===== src/hw/rtl/ctcgd_pkg.sv =====
// ============================================================================
// CTC greedy decoder package
// Shared widths, limits and result codes for the CTC greedy decoder.
// ============================================================================
package ctcgd_pkg;

  localparam int unsigned ProbW      = 16;
  localparam int unsigned IndexW     = 15;
  localparam int unsigned CountW     = 9;
  localparam int unsigned SumW       = 24;
  localparam int unsigned DictW      = 16;

  localparam int unsigned MaxClasses = 32768;
  localparam int unsigned MaxSteps   = 256;

  // The divider produces one quotient bit per cycle over the whole sum.
  localparam int unsigned DivSteps   = SumW;
  localparam int unsigned DivCntW    = $clog2(DivSteps + 1);
  localparam int unsigned RemW       = CountW + 1;

  localparam logic [IndexW-1:0] LastClassIdx = IndexW'(MaxClasses - 1);
  localparam logic [IndexW-1:0] BlankIdx     = '0;

  typedef enum logic {
    KIND_CHAR  = 1'b0,
    KIND_SCORE = 1'b1
  } kind_e;

  // Handshake between the sequencer and the divider.
  typedef struct packed {
    logic busy;
    logic done;
  } div_status_t;

endpackage


===== src/hw/rtl/ctcgd_div.sv =====
// ============================================================================
// CTC greedy decoder divider
// Restoring divider that computes one quotient bit per cycle.
// ============================================================================
module ctcgd_div (
  input  logic                              clk_i,
  input  logic                              rst_ni,
  input  logic                              start_i,
  input  logic [ctcgd_pkg::SumW-1:0]        dividend_i,
  input  logic [ctcgd_pkg::CountW-1:0]      divisor_i,
  output ctcgd_pkg::div_status_t            status_o,
  output logic [ctcgd_pkg::ProbW-1:0]       quotient_o
);

  logic [ctcgd_pkg::RemW-1:0]    rem_q, rem_d;
  logic [ctcgd_pkg::SumW-1:0]    quo_q, quo_d;
  logic [ctcgd_pkg::CountW-1:0]  div_q, div_d;
  logic [ctcgd_pkg::DivCntW-1:0] cnt_q, cnt_d;
  logic                          busy_q, busy_d;
  logic                          done_q, done_d;

  logic [ctcgd_pkg::RemW-1:0]    rem_shift;
  logic                          fits;

  always_comb begin
    rem_shift = {rem_q[ctcgd_pkg::RemW-2:0], quo_q[ctcgd_pkg::SumW-1]};
    fits      = rem_shift >= {1'b0, div_q};
    rem_d     = rem_q;
    quo_d     = quo_q;
    div_d     = div_q;
    cnt_d     = cnt_q;
    busy_d    = busy_q;
    done_d    = 1'b0;
    if (start_i) begin
      rem_d  = '0;
      quo_d  = dividend_i;
      div_d  = divisor_i;
      cnt_d  = '0;
      busy_d = 1'b1;
    end else if (busy_q) begin
      rem_d = fits ? (rem_shift - {1'b0, div_q}) : rem_shift;
      quo_d = {quo_q[ctcgd_pkg::SumW-2:0], fits};
      cnt_d = cnt_q + 1'b1;
      if (cnt_q == ctcgd_pkg::DivCntW'(ctcgd_pkg::DivSteps - 1)) begin
        busy_d = 1'b0;
        done_d = 1'b1;
      end
    end
  end

  always_ff @(posedge clk_i or negedge rst_ni) begin
    if (!rst_ni) begin
      busy_q <= 1'b0;
      done_q <= 1'b0;
      cnt_q  <= '0;
    end else begin
      busy_q <= busy_d;
      done_q <= done_d;
      cnt_q  <= cnt_d;
    end
  end

  always_ff @(posedge clk_i) begin
    rem_q <= rem_d;
    quo_q <= quo_d;
    div_q <= div_d;
  end

  // The mean of values below 2^16 never exceeds 16 bits; clamp all the same.
  assign quotient_o = (|quo_q[ctcgd_pkg::SumW-1:ctcgd_pkg::ProbW]) ?
                      '1 : quo_q[ctcgd_pkg::ProbW-1:0];
  assign status_o.busy = busy_q;
  assign status_o.done = done_q;

endmodule


===== src/hw/rtl/ctc_greedy_decoder_core.sv =====
// ============================================================================
// CTC greedy decoder core
// Streams class probabilities, picks each time step's arg-max class, collapses
// repeats and blanks, and reports characters and a mean score per sequence.
// ============================================================================
// Usage: probabilities enter on the in channel one item per cycle, class after
// class; last_class_i closes a time step and last_step_i (on that same item)
// closes the sequence. Class 0 is the blank; on a tie the lower index wins.
// Results leave on the out channel through a single output register. A step
// whose winner is a new non-blank class gives a character item in the cycle
// after the closing item is accepted. A sequence end also gives a score item
// carrying the truncated mean of the counted probabilities; the mean comes
// from a restoring divider that resolves one quotient bit per cycle. The
// score item is loaded once the divider is done (without it when no characters
// were counted) and the output register is free. The in channel takes one
// item per cycle except from a sequence end until its score item is loaded,
// and while the output register is full and not being drained. If the
// receiver stalls, input stops as soon as the output register is occupied.
// The dict_entries register is written over the cfg channel, which is always
// ready. Reset clears all running sums, the step state and the output valid,
// and sets dict_entries to 32768.
// ============================================================================
module ctc_greedy_decoder_core (
  input  logic                              clk_i,
  input  logic                              rst_ni,
  // configuration
  input  logic                              cfg_valid_i,
  output logic                              cfg_ready_o,
  input  logic [ctcgd_pkg::DictW-1:0]       cfg_dict_entries_i,
  // probability items
  input  logic                              in_valid_i,
  output logic                              in_ready_o,
  input  logic [ctcgd_pkg::ProbW-1:0]       class_prob_i,
  input  logic                              last_class_i,
  input  logic                              last_step_i,
  // result items
  output logic                              out_valid_o,
  input  logic                              out_ready_i,
  output logic                              kind_o,
  output logic [ctcgd_pkg::IndexW-1:0]      char_index_o,
  output logic [ctcgd_pkg::ProbW-1:0]       char_prob_o,
  output logic                              in_dict_o,
  output logic [ctcgd_pkg::ProbW-1:0]       avg_score_o,
  output logic [ctcgd_pkg::CountW-1:0]      char_count_o,
  output logic                              last_o
);

  typedef enum logic [1:0] {
    ST_IDLE,
    ST_DIV,
    ST_SCORE
  } state_e;

  state_e                          state_q, state_d;
  logic [ctcgd_pkg::DictW-1:0]     dict_q, dict_d;
  logic [ctcgd_pkg::ProbW-1:0]     best_prob_q, best_prob_d;
  logic [ctcgd_pkg::IndexW-1:0]    best_idx_q, best_idx_d;
  logic [ctcgd_pkg::IndexW-1:0]    class_cnt_q, class_cnt_d;
  logic [ctcgd_pkg::IndexW-1:0]    prev_win_q, prev_win_d;
  logic [ctcgd_pkg::SumW-1:0]      sum_q, sum_d;
  logic [ctcgd_pkg::CountW-1:0]    seen_q, seen_d;
  logic [ctcgd_pkg::CountW-1:0]    final_cnt_q, final_cnt_d;
  logic [ctcgd_pkg::ProbW-1:0]     avg_q, avg_d;

  // Output register.
  logic                            ov_q, ov_d;
  logic                            okind_q, okind_d;
  logic [ctcgd_pkg::IndexW-1:0]    oidx_q, oidx_d;
  logic [ctcgd_pkg::ProbW-1:0]     oprob_q, oprob_d;
  logic                            odict_q, odict_d;
  logic [ctcgd_pkg::ProbW-1:0]     oavg_q, oavg_d;
  logic [ctcgd_pkg::CountW-1:0]    ocnt_q, ocnt_d;
  logic                            olast_q, olast_d;

  logic                            out_free;
  logic                            in_acc;
  logic                            take;
  logic [ctcgd_pkg::ProbW-1:0]     cur_prob;
  logic [ctcgd_pkg::IndexW-1:0]    cur_idx;
  logic                            emit_char;
  logic                            count_ok;
  logic [ctcgd_pkg::SumW-1:0]      sum_new;
  logic [ctcgd_pkg::CountW-1:0]    seen_new;

  logic                            div_start;
  ctcgd_pkg::div_status_t          div_status;
  logic [ctcgd_pkg::ProbW-1:0]     div_quotient;

  assign cfg_ready_o = 1'b1;
  assign out_free    = !ov_q || out_ready_i;
  assign in_ready_o  = (state_q == ST_IDLE) && out_free;
  assign in_acc      = in_valid_i && in_ready_o;

  // Running arg-max including the current class; the first class always loads.
  always_comb begin
    take      = (class_cnt_q == ctcgd_pkg::BlankIdx) || (class_prob_i > best_prob_q);
    cur_prob  = take ? class_prob_i : best_prob_q;
    cur_idx   = take ? class_cnt_q : best_idx_q;
    emit_char = last_class_i && (cur_idx != ctcgd_pkg::BlankIdx) &&
                (cur_idx != prev_win_q);
    count_ok  = seen_q < ctcgd_pkg::CountW'(ctcgd_pkg::MaxSteps);
    sum_new   = (emit_char && count_ok) ?
                (sum_q + ctcgd_pkg::SumW'(cur_prob)) : sum_q;
    seen_new  = (emit_char && count_ok) ? (seen_q + 1'b1) : seen_q;
  end

  always_comb begin
    state_d     = state_q;
    dict_d      = cfg_valid_i ? cfg_dict_entries_i : dict_q;
    best_prob_d = best_prob_q;
    best_idx_d  = best_idx_q;
    class_cnt_d = class_cnt_q;
    prev_win_d  = prev_win_q;
    sum_d       = sum_q;
    seen_d      = seen_q;
    final_cnt_d = final_cnt_q;
    avg_d       = avg_q;
    div_start   = 1'b0;

    ov_d    = ov_q && !out_ready_i;
    okind_d = okind_q;
    oidx_d  = oidx_q;
    oprob_d = oprob_q;
    odict_d = odict_q;
    oavg_d  = oavg_q;
    ocnt_d  = ocnt_q;
    olast_d = olast_q;

    case (state_q)
      ST_IDLE: begin
        if (in_acc) begin
          if (!last_class_i) begin
            best_prob_d = cur_prob;
            best_idx_d  = cur_idx;
            if (class_cnt_q != ctcgd_pkg::LastClassIdx) begin
              class_cnt_d = class_cnt_q + 1'b1;
            end
          end else begin
            class_cnt_d = '0;
            best_prob_d = '0;
            best_idx_d  = '0;
            prev_win_d  = cur_idx;
            sum_d       = sum_new;
            seen_d      = seen_new;
            if (emit_char) begin
              ov_d    = 1'b1;
              okind_d = ctcgd_pkg::KIND_CHAR;
              oidx_d  = cur_idx;
              oprob_d = cur_prob;
              odict_d = ctcgd_pkg::DictW'(cur_idx) < dict_q;
              oavg_d  = '0;
              ocnt_d  = seen_new;
              olast_d = 1'b0;
            end
            if (last_step_i) begin
              // Sequence closes: hand the totals to the score path and restart.
              final_cnt_d = seen_new;
              sum_d       = '0;
              seen_d      = '0;
              prev_win_d  = ctcgd_pkg::BlankIdx;
              if (seen_new == '0) begin
                avg_d   = '0;
                state_d = ST_SCORE;
              end else begin
                div_start = 1'b1;
                state_d   = ST_DIV;
              end
            end
          end
        end
      end
      ST_DIV: begin
        if (div_status.done) begin
          avg_d   = div_quotient;
          state_d = ST_SCORE;
        end
      end
      ST_SCORE: begin
        if (out_free) begin
          ov_d    = 1'b1;
          okind_d = ctcgd_pkg::KIND_SCORE;
          oidx_d  = '0;
          oprob_d = '0;
          odict_d = 1'b0;
          oavg_d  = avg_q;
          ocnt_d  = final_cnt_q;
          olast_d = 1'b1;
          state_d = ST_IDLE;
        end
      end
      default: begin
        state_d = ST_IDLE;
      end
    endcase
  end

  always_ff @(posedge clk_i or negedge rst_ni) begin
    if (!rst_ni) begin
      state_q     <= ST_IDLE;
      dict_q      <= ctcgd_pkg::DictW'(ctcgd_pkg::MaxClasses);
      best_prob_q <= '0;
      best_idx_q  <= '0;
      class_cnt_q <= '0;
      prev_win_q  <= '0;
      sum_q       <= '0;
      seen_q      <= '0;
      final_cnt_q <= '0;
      avg_q       <= '0;
      ov_q        <= 1'b0;
      okind_q     <= 1'b0;
      oidx_q      <= '0;
      oprob_q     <= '0;
      odict_q     <= 1'b0;
      oavg_q      <= '0;
      ocnt_q      <= '0;
      olast_q     <= 1'b0;
    end else begin
      state_q     <= state_d;
      dict_q      <= dict_d;
      best_prob_q <= best_prob_d;
      best_idx_q  <= best_idx_d;
      class_cnt_q <= class_cnt_d;
      prev_win_q  <= prev_win_d;
      sum_q       <= sum_d;
      seen_q      <= seen_d;
      final_cnt_q <= final_cnt_d;
      avg_q       <= avg_d;
      ov_q        <= ov_d;
      okind_q     <= okind_d;
      oidx_q      <= oidx_d;
      oprob_q     <= oprob_d;
      odict_q     <= odict_d;
      oavg_q      <= oavg_d;
      ocnt_q      <= ocnt_d;
      olast_q     <= olast_d;
    end
  end

  ctcgd_div u_div (
    .clk_i      (clk_i),
    .rst_ni     (rst_ni),
    .start_i    (div_start),
    .dividend_i (sum_new),
    .divisor_i  (seen_new),
    .status_o   (div_status),
    .quotient_o (div_quotient)
  );

  assign out_valid_o  = ov_q;
  assign kind_o       = okind_q;
  assign char_index_o = oidx_q;
  assign char_prob_o  = oprob_q;
  assign in_dict_o    = odict_q;
  assign avg_score_o  = oavg_q;
  assign char_count_o = ocnt_q;
  assign last_o       = olast_q;

endmodule


===== config.mk =====
export PLATFORM = sky130hd
export DESIGN_NAME = ctc_greedy_decoder_core
export DESIGN_NICKNAME = d
export VERILOG_FILES = /design/src/hw/rtl/ctcgd_pkg.sv /design/src/hw/rtl/ctcgd_div.sv /design/src/hw/rtl/ctc_greedy_decoder_core.sv
export SDC_FILE = /design/constraint.sdc
export NUM_CORES = 1
export LEC_CHECK = 0
export BUFFER_PORTS_ARGS = -buffer_cell sky130_fd_sc_hd__buf_2
export CORE_AREA = 3 3 174 176
export CTS_CLUSTER_DIAMETER = 200
export CTS_CLUSTER_SIZE = 14
export DETAILED_ROUTE_END_ITERATION = 10
export DIE_AREA = 0 0 177 179
export PLACE_DENSITY_LB_ADDON = 0.2
export SLEW_MARGIN = 10
export SYNTH_ARGS = -nofsm -noshare
export SYNTH_HDL_FRONTEND = slang
export SYNTH_SLANG_ARGS = --single-unit

===== constraint.sdc =====
create_clock -name clk_i -period 7.9 [get_ports clk_i]
set_input_delay 0.79 -clock clk_i [delete_from_list [all_inputs] [get_ports clk_i]]
set_output_delay 0.79 -clock clk_i [all_outputs]
set_load 0.02 [all_outputs]

## Word level (Yosys, flattened, before mapping)

Cells that the tools add are included.

- Add/sub/neg operators: 5
- Multiply operators: 0
- Div/mod/pow operators: 0
- Order comparisons: 4
- Equality and inequality tests: 12
- Shift operators: 0
- Mux-type cells: 76
- Bitwise operators: 0
- Reduce and logical (&&, ||, !) cells: 26

Operators by type and width:

| cell | count |
|---|---|
| two-way mux 16 bit | 16 |
| two-way mux 15 bit | 9 |
| two-way mux 24 bit | 4 |
| one-hot mux 16 bit (2 select lines) | 3 |
| two-way mux 9 bit | 7 |
| one-hot mux 15 bit (2 select lines) | 1 |
| adder 24 x 16 -> 24 bit | 1 |
| two-way mux 1 bit | 23 |
| one-hot mux 9 bit (2 select lines) | 1 |
| greater-than comparator 16 bit | 1 |
| less-than comparator 15 x 16 -> 1 bit | 1 |
| adder 15 x 1 -> 15 bit, second input constant | 1 |
| logical NOT 15 bit | 1 |
| inequality test 15 bit | 1 |
| inequality test 15 bit, second input constant | 1 |
| nonzero test 15 bit | 1 |
| two-way mux 2 bit | 6 |
| greater-or-equal comparator 10 x 9 -> 1 bit | 1 |
| two-way mux 5 bit | 2 |
| inequality test 2 bit, second input constant | 5 |
| AND reduction 5 bit | 2 |
| adder 9 x 1 -> 9 bit, second input constant | 1 |
| logical NOT 9 bit | 1 |
| less-than comparator 9 bit, second input constant | 1 |
| other kinds (18) | 32 |

- Flip-flop bits (word level): 245
- Bits in latches: 0
- RAM bits: 0
- Memory bits (read-only): 0
- Output and inout port bits: 62
- Word-level logic and storage cells: 146
- Memories: 0

## Logic depth before layout (Yosys ltp)

- Depth after elaboration: 15
- Mapped depth: 26
- Gate-level depth less buffers: 23

## Cells and area by module

A second synthesis with hierarchy kept.

- Cell total of the unflattened synthesis: 1351
- Area, all modules: 13300.3 um^2

By module, submodules not included:

| module | times used | cells an instance | area each (um^2) | seq. area each (um^2) |
|---|---|---|---|---|
| ctc_greedy_decoder_core | 1 | 1133 | 10697.8 | 4906.0 |
| ctcgd_div | 1 | 218 | 2602.5 | 1346.3 |

## Least setup slack after synthesis

No wires, ideal clock.

- Kind: input port to flip-flop
- Start: input port class_prob_i[15] (netlist name)
- End: register u_div.quo_q[17] (netlist name), data pin
- Setup time: 0.262 ns
- Arrival: 5.634 ns
- Setup slack: 2.004 ns
- Stages on the path: 24
- Buffers on the path: 3
- Cells stage by stage: ha_1 > nand4_1 > nor4_1 > a21bo_2 > a41oi_2 > or2_1 > buf_2 > clkbuf_1 > clkbuf_1 > nor2_1 > a21oi_1 > inv_1 > ha_1 > o21ai_0 > o21ai_0 > nand3_1 > a311oi_1 > o21ai_0 > a21boi_0 > nor4_1 > or4_4 > or2_1 > xnor2_1 > mux2_1

- Longest elaborated chain between the ends: 15

RTL lines:

| what | RTL line | text |
|---|---|---|
| from (decl) | ctc_greedy_decoder_core.sv:33 | `input logic [ctcgd_pkg::ProbW-1:0] class_prob_i,` |
| greater-than comparator 16 bit | ctc_greedy_decoder_core.sv:96 | `take = (class_cnt_q == ctcgd_pkg::BlankIdx) \|\| (class_prob_i > best_prob_q);` |
| logical OR 1 bit | ctc_greedy_decoder_core.sv:96 |  |
| two-way mux 15 bit | ctc_greedy_decoder_core.sv:98 | `cur_idx = take ? class_cnt_q : best_idx_q;` |
| nonzero test 15 bit | ctc_greedy_decoder_core.sv:99 | `emit_char = last_class_i && (cur_idx != ctcgd_pkg::BlankIdx) &&` |
| logical AND 1 bit (2 in a row) | ctc_greedy_decoder_core.sv:99 |  |
| logical AND 1 bit | ctc_greedy_decoder_core.sv:102, ctc_greedy_decoder_core.sv:104 |  |
| two-way mux 9 bit | ctc_greedy_decoder_core.sv:104 | `seen_new = (emit_char && count_ok) ? (seen_q + 1'b1) : seen_q;` |
| logical NOT 9 bit | ctc_greedy_decoder_core.sv:161 | `if (seen_new == '0) begin` |
| two-way mux 1 bit | ctc_greedy_decoder_core.sv:161 |  |
| two-way mux 1 bit | ctc_greedy_decoder_core.sv:155 | `if (last_step_i) begin` |
| two-way mux 1 bit | ctc_greedy_decoder_core.sv:132 | `if (!last_class_i) begin` |
| two-way mux 1 bit | ctc_greedy_decoder_core.sv:131 | `if (in_acc) begin` |
| two-way mux 1 bit | ctc_greedy_decoder_core.sv:129 | `case (state_q)` |
| two-way mux 24 bit (*) | ctcgd_div.sv:34 | `if (start_i) begin` |
| net u_div.quo_d (one bit) | ctcgd_div.sv:16 | `logic [ctcgd_pkg::SumW-1:0] quo_q, quo_d;` |
| to (signal assigned) | ctcgd_div.sv:65 | `quo_q <= quo_d;` |
| to (decl) | ctcgd_div.sv:16 |  |

The timed path passes the listed nets; every way through them passes the cells marked *.
A chain may end at the register's enable or synchronous reset.

## Worst setup path in the final report

- Start: register best_prob_q[15] (netlist name)
- End: register u_div.quo_q[17] (netlist name), data pin

- Longest elaborated chain between the ends: 15

RTL lines:

| what | RTL line | text |
|---|---|---|
| from (decl) | ctc_greedy_decoder_core.sv:56 | `logic [ctcgd_pkg::ProbW-1:0] best_prob_q, best_prob_d;` |
| from (signal assigned) | ctc_greedy_decoder_core.sv:220 | `best_prob_q <= best_prob_d;` |
| greater-than comparator 16 bit | ctc_greedy_decoder_core.sv:96 |  |
| logical OR 1 bit | ctc_greedy_decoder_core.sv:96 |  |
| two-way mux 15 bit | ctc_greedy_decoder_core.sv:98 |  |
| nonzero test 15 bit | ctc_greedy_decoder_core.sv:99 |  |
| logical AND 1 bit (2 in a row) | ctc_greedy_decoder_core.sv:99 |  |
| logical AND 1 bit | ctc_greedy_decoder_core.sv:102, ctc_greedy_decoder_core.sv:104 |  |
| two-way mux 9 bit | ctc_greedy_decoder_core.sv:104 |  |
| logical NOT 9 bit | ctc_greedy_decoder_core.sv:161 |  |
| two-way mux 1 bit | ctc_greedy_decoder_core.sv:161 |  |
| two-way mux 1 bit | ctc_greedy_decoder_core.sv:155 |  |
| two-way mux 1 bit | ctc_greedy_decoder_core.sv:132 |  |
| two-way mux 1 bit | ctc_greedy_decoder_core.sv:131 |  |
| two-way mux 1 bit | ctc_greedy_decoder_core.sv:129 |  |
| two-way mux 24 bit (*) | ctcgd_div.sv:34 |  |
| net u_div.quo_d (one bit) | ctcgd_div.sv:16 |  |

Marked as above.

==> flow_summary.ini <==
[timing]
setup_tns_ns = 0
whs_ns = 0.2698
rsz0062_at_grt = false
max-slew-margin-rel_pct = 20.76
skew_ns = 0.01686
worst_slew_pin_slew_ns = 1.186
finalCriticalPeriod_ns = 6.136
slew_viol_final = 0
hold_violations = 0
max_freq_mhz = 163.0
fin_crit_sh_pct = 77.67
setup_viol = 0

[yosys]
synthFlopType = dfrtp_1
syn_inst = 1365
ys_warn_count = 0
seq_area_frac_synth_pct = 48.32
synthDistinctLibCells = 70
synth_nets = 1465
synth_area_um2 = 12940
synth.avg_cell_area_um2 = 9.479
synth_edf_count = 33
ys_ff_latch = 245
synthArstFlopShare_pct = 82.86

[detailed_routing]
drt_first_pass_iters = 5
drtAntennaViolNets = 0
totalWireLength_um = 31640
wl_met3_um = 1700
viasPerCell = 5.484
drc = 0
detail_route.wl_per_cell_um = 17.37
drt_iter0_drc = 596
dr_wl_met2_um = 14440
wl_met1_um = 15060
vias = 9986
maxUsedRoutingLayer = met4

[final_layout]
seq_area_um2 = 6252
finalNonFillerCells = 1821
multi_input_area_um2 = 5967
n_fill_cell = 2694
fin_nets = 1525
drive_gt1_share_pct = 11.69
diodes = 0
syn_to_final_growth_pct = 10.53

[die]
die_height_um = 179
rows = 62
dieWidth_um = 177
initial_core_util_pct = 44.96
io_pins = 101
core_um2 = 28780
die-area_um2 = 31680

[worst_setup_path]
reg2regPathDepth = 23
crit_buf_inv = 3
cp-start-kind = register
cp_cell_sequence = inv_1 -> ha_1 -> nand4_1 -> nor4_1 -> a21bo_2 -> a41oi_2 -> or2_1 -> buf_4 -> nor2_1 -> a21oi_1 -> inv_1 -> ha_1 -> nor3_1 -> nor2_1 -> nand3_1 -> a311oi_1 -> o21ai_0 -> a21boi_0 -> nor4_1 -> or4_4 -> or2_1 -> xnor2_1 -> mux2_1
r2r_slack_ns = 1.76
critPathTopFamily = simple AND/OR/NAND/NOR gates
crit_cells = 23
cp.required_ns = 8.17
cpPeakStageDelay_ns = 0.58
cp-end-kind = register
worstPathArrival_ns = 6.40
worstSetupPathType = register to register
slowest_stage = or2_1
cp_max_fo = 25

[run]
cap_violations = 0

[cts]
cts_tree = yes
post_cts.resized_instances = 0
cts_hold_buf = 0
cts-root-buf = clkbuf_16
clkSinkCount = 245
clk_latency_ns = 0.51
htree_levels = 1
max-clock-path-buffers = 3
post-cts-setup-buffers = 0
numCtsBuffers = 21
clk_pin_slew_ns = 0.07

[pwr]
ir_drop_mv = 0.1551
leakagePower_nw = 6.781
powerDensity_nw_per_um2 = 387.6
total_power_w = 0.005544

[worst_hold_path]
min_path_type = input port to async pin

[global_routing]
gr-total-overflow = 0
grt_pass1_wl_um = 51810
grt_pass1_vias = 9791
grt_antenna_before_repair = 0
grt_max_degree = 76
grt_usage_pct = 20.01

[run_status]
status = complete, no violations

[place]
place_congestion = 0.8771
dp_hpwl_um = 22230
io_buffers = 99
dpl.cell_count = 1786
## cell usage in the layout, fill, tap and decap left out, drive strengths merged, types with 3 or more instances in the layout
cell type,n
o31a,4
dfxtp,9
edfxtp,33
and3,4
ha,59
o31ai,3
a22o,3
a21boi,3
o21ai,151
or2,4
xnor2,38
mux2,38
o211a,7
mux2i,21
a31oi,8
and2,11
a21oi,59
nand4,14
a221oi,3
a22oi,21
o21a,6
o22ai,41
nand2b,14
clkbuf,35
xor2,29
nor4,15
a21o,9
o211ai,11
nor2b,8
inv,110
nor2,80
a211oi,5
or3,7
nand2,148
nand3,63
nor3,21
dfrtp,202
buf,112
## synth_stat cells, types with 18 or more instances
cell type  count  area, um^2
inv_1        109       409.1
mux2_2        18       202.7
nor2_1        79       296.5
nand3_1       63       315.3
a21oi_1       59       295.3
mux2_1        20       225.2
ha_1          59       738.2
edfxtp_1      33       991.0
clkbuf_1      58       217.7
nand2_1      148       555.5
a22oi_1       21       157.7
xor2_1        29       254.0
xnor2_1       38       332.8
nor3_1        19       95.09
mux2i_1       21       210.2
o22ai_1       41       256.5
o21ai_0      150       750.7
dfrtp_1      202        5055
## power breakdown
| part | switching [W] | internal, W |
|---|---|---|
| clock | 0.000461 | 0.000497 |
| sequential | 0.000273 | 0.00170 |
| combinational | 0.00159 | 0.00102 |
## layout make-up
cell class	instances	area share, %
repair buffers	113	4.261
clock buffers	34	4.016
flip-flops and latches	245	43.72
inverters	109	2.861
well taps	384	3.360
clock inverters	1	0.06124
multi-input cells	935	41.72
## routing by layer
| layer | vias up | global-route usage (%) |
|---|---|---|
| li1 | 4892 | - |
| met1 | 4846 | 28.69 |
| met2 | 215 | 32.47 |
| met3 | 33 | 3.177 |
| met4 | 0 | 3.830 |
| met5 | - | 0 |
## worst paths after layout
path | startpoint | endpoint
setup / recovery | best_prob_q[15] | u_div.quo_q[17]
hold / removal | rst_ni | final_cnt_q[7]
setup reg to reg | best_prob_q[15] | u_div.quo_q[17]
hold reg to reg | avg_q[3] | avg_score_o[3]
max in group asynchronous | rst_ni | best_idx_q[0]
min in group clk_i | avg_q[3] | avg_score_o[3]
## through the flow
stage / cell area [um^2] / utilization, % / setup slack [ns]
finish: 14300 / 49.69 / 1.764
global route: 14300 / 49.69 / 1.176
CTS: 14300 / 49.69 / 1.772
detailed placement: 13720 / 47.67 / 1.252
global placement: 13720 / 47.67 / 1.402
floorplan: 12940 / - / 2.004
## registers in the layout, indices dropped and copies added (netlist names), 15 cells and up
name,count
avg_q,16
prev_win_q,15
u_div.quo_q,24
char_prob_o,16
sum_q,24
best_prob_q,16
best_idx_q,15
char_index_o,15
avg_score_o,16
dict_q,16
class_cnt_q,15
## cells by family (layout without fill, tap and decap cells)
kind of cell	Yosys count	in the layout	synth area share (%)
buf+inv	185	257	5.628
mux	59	59	4.932
simple gates	397	397	14.25
compound gates	350	350	16.28
other cells	1	1	0.02898
fa+ha+maj	61	61	6.015
xor+xnor	67	67	4.535
flops	245	245	48.32
Power figures use the tool's default switching activity.
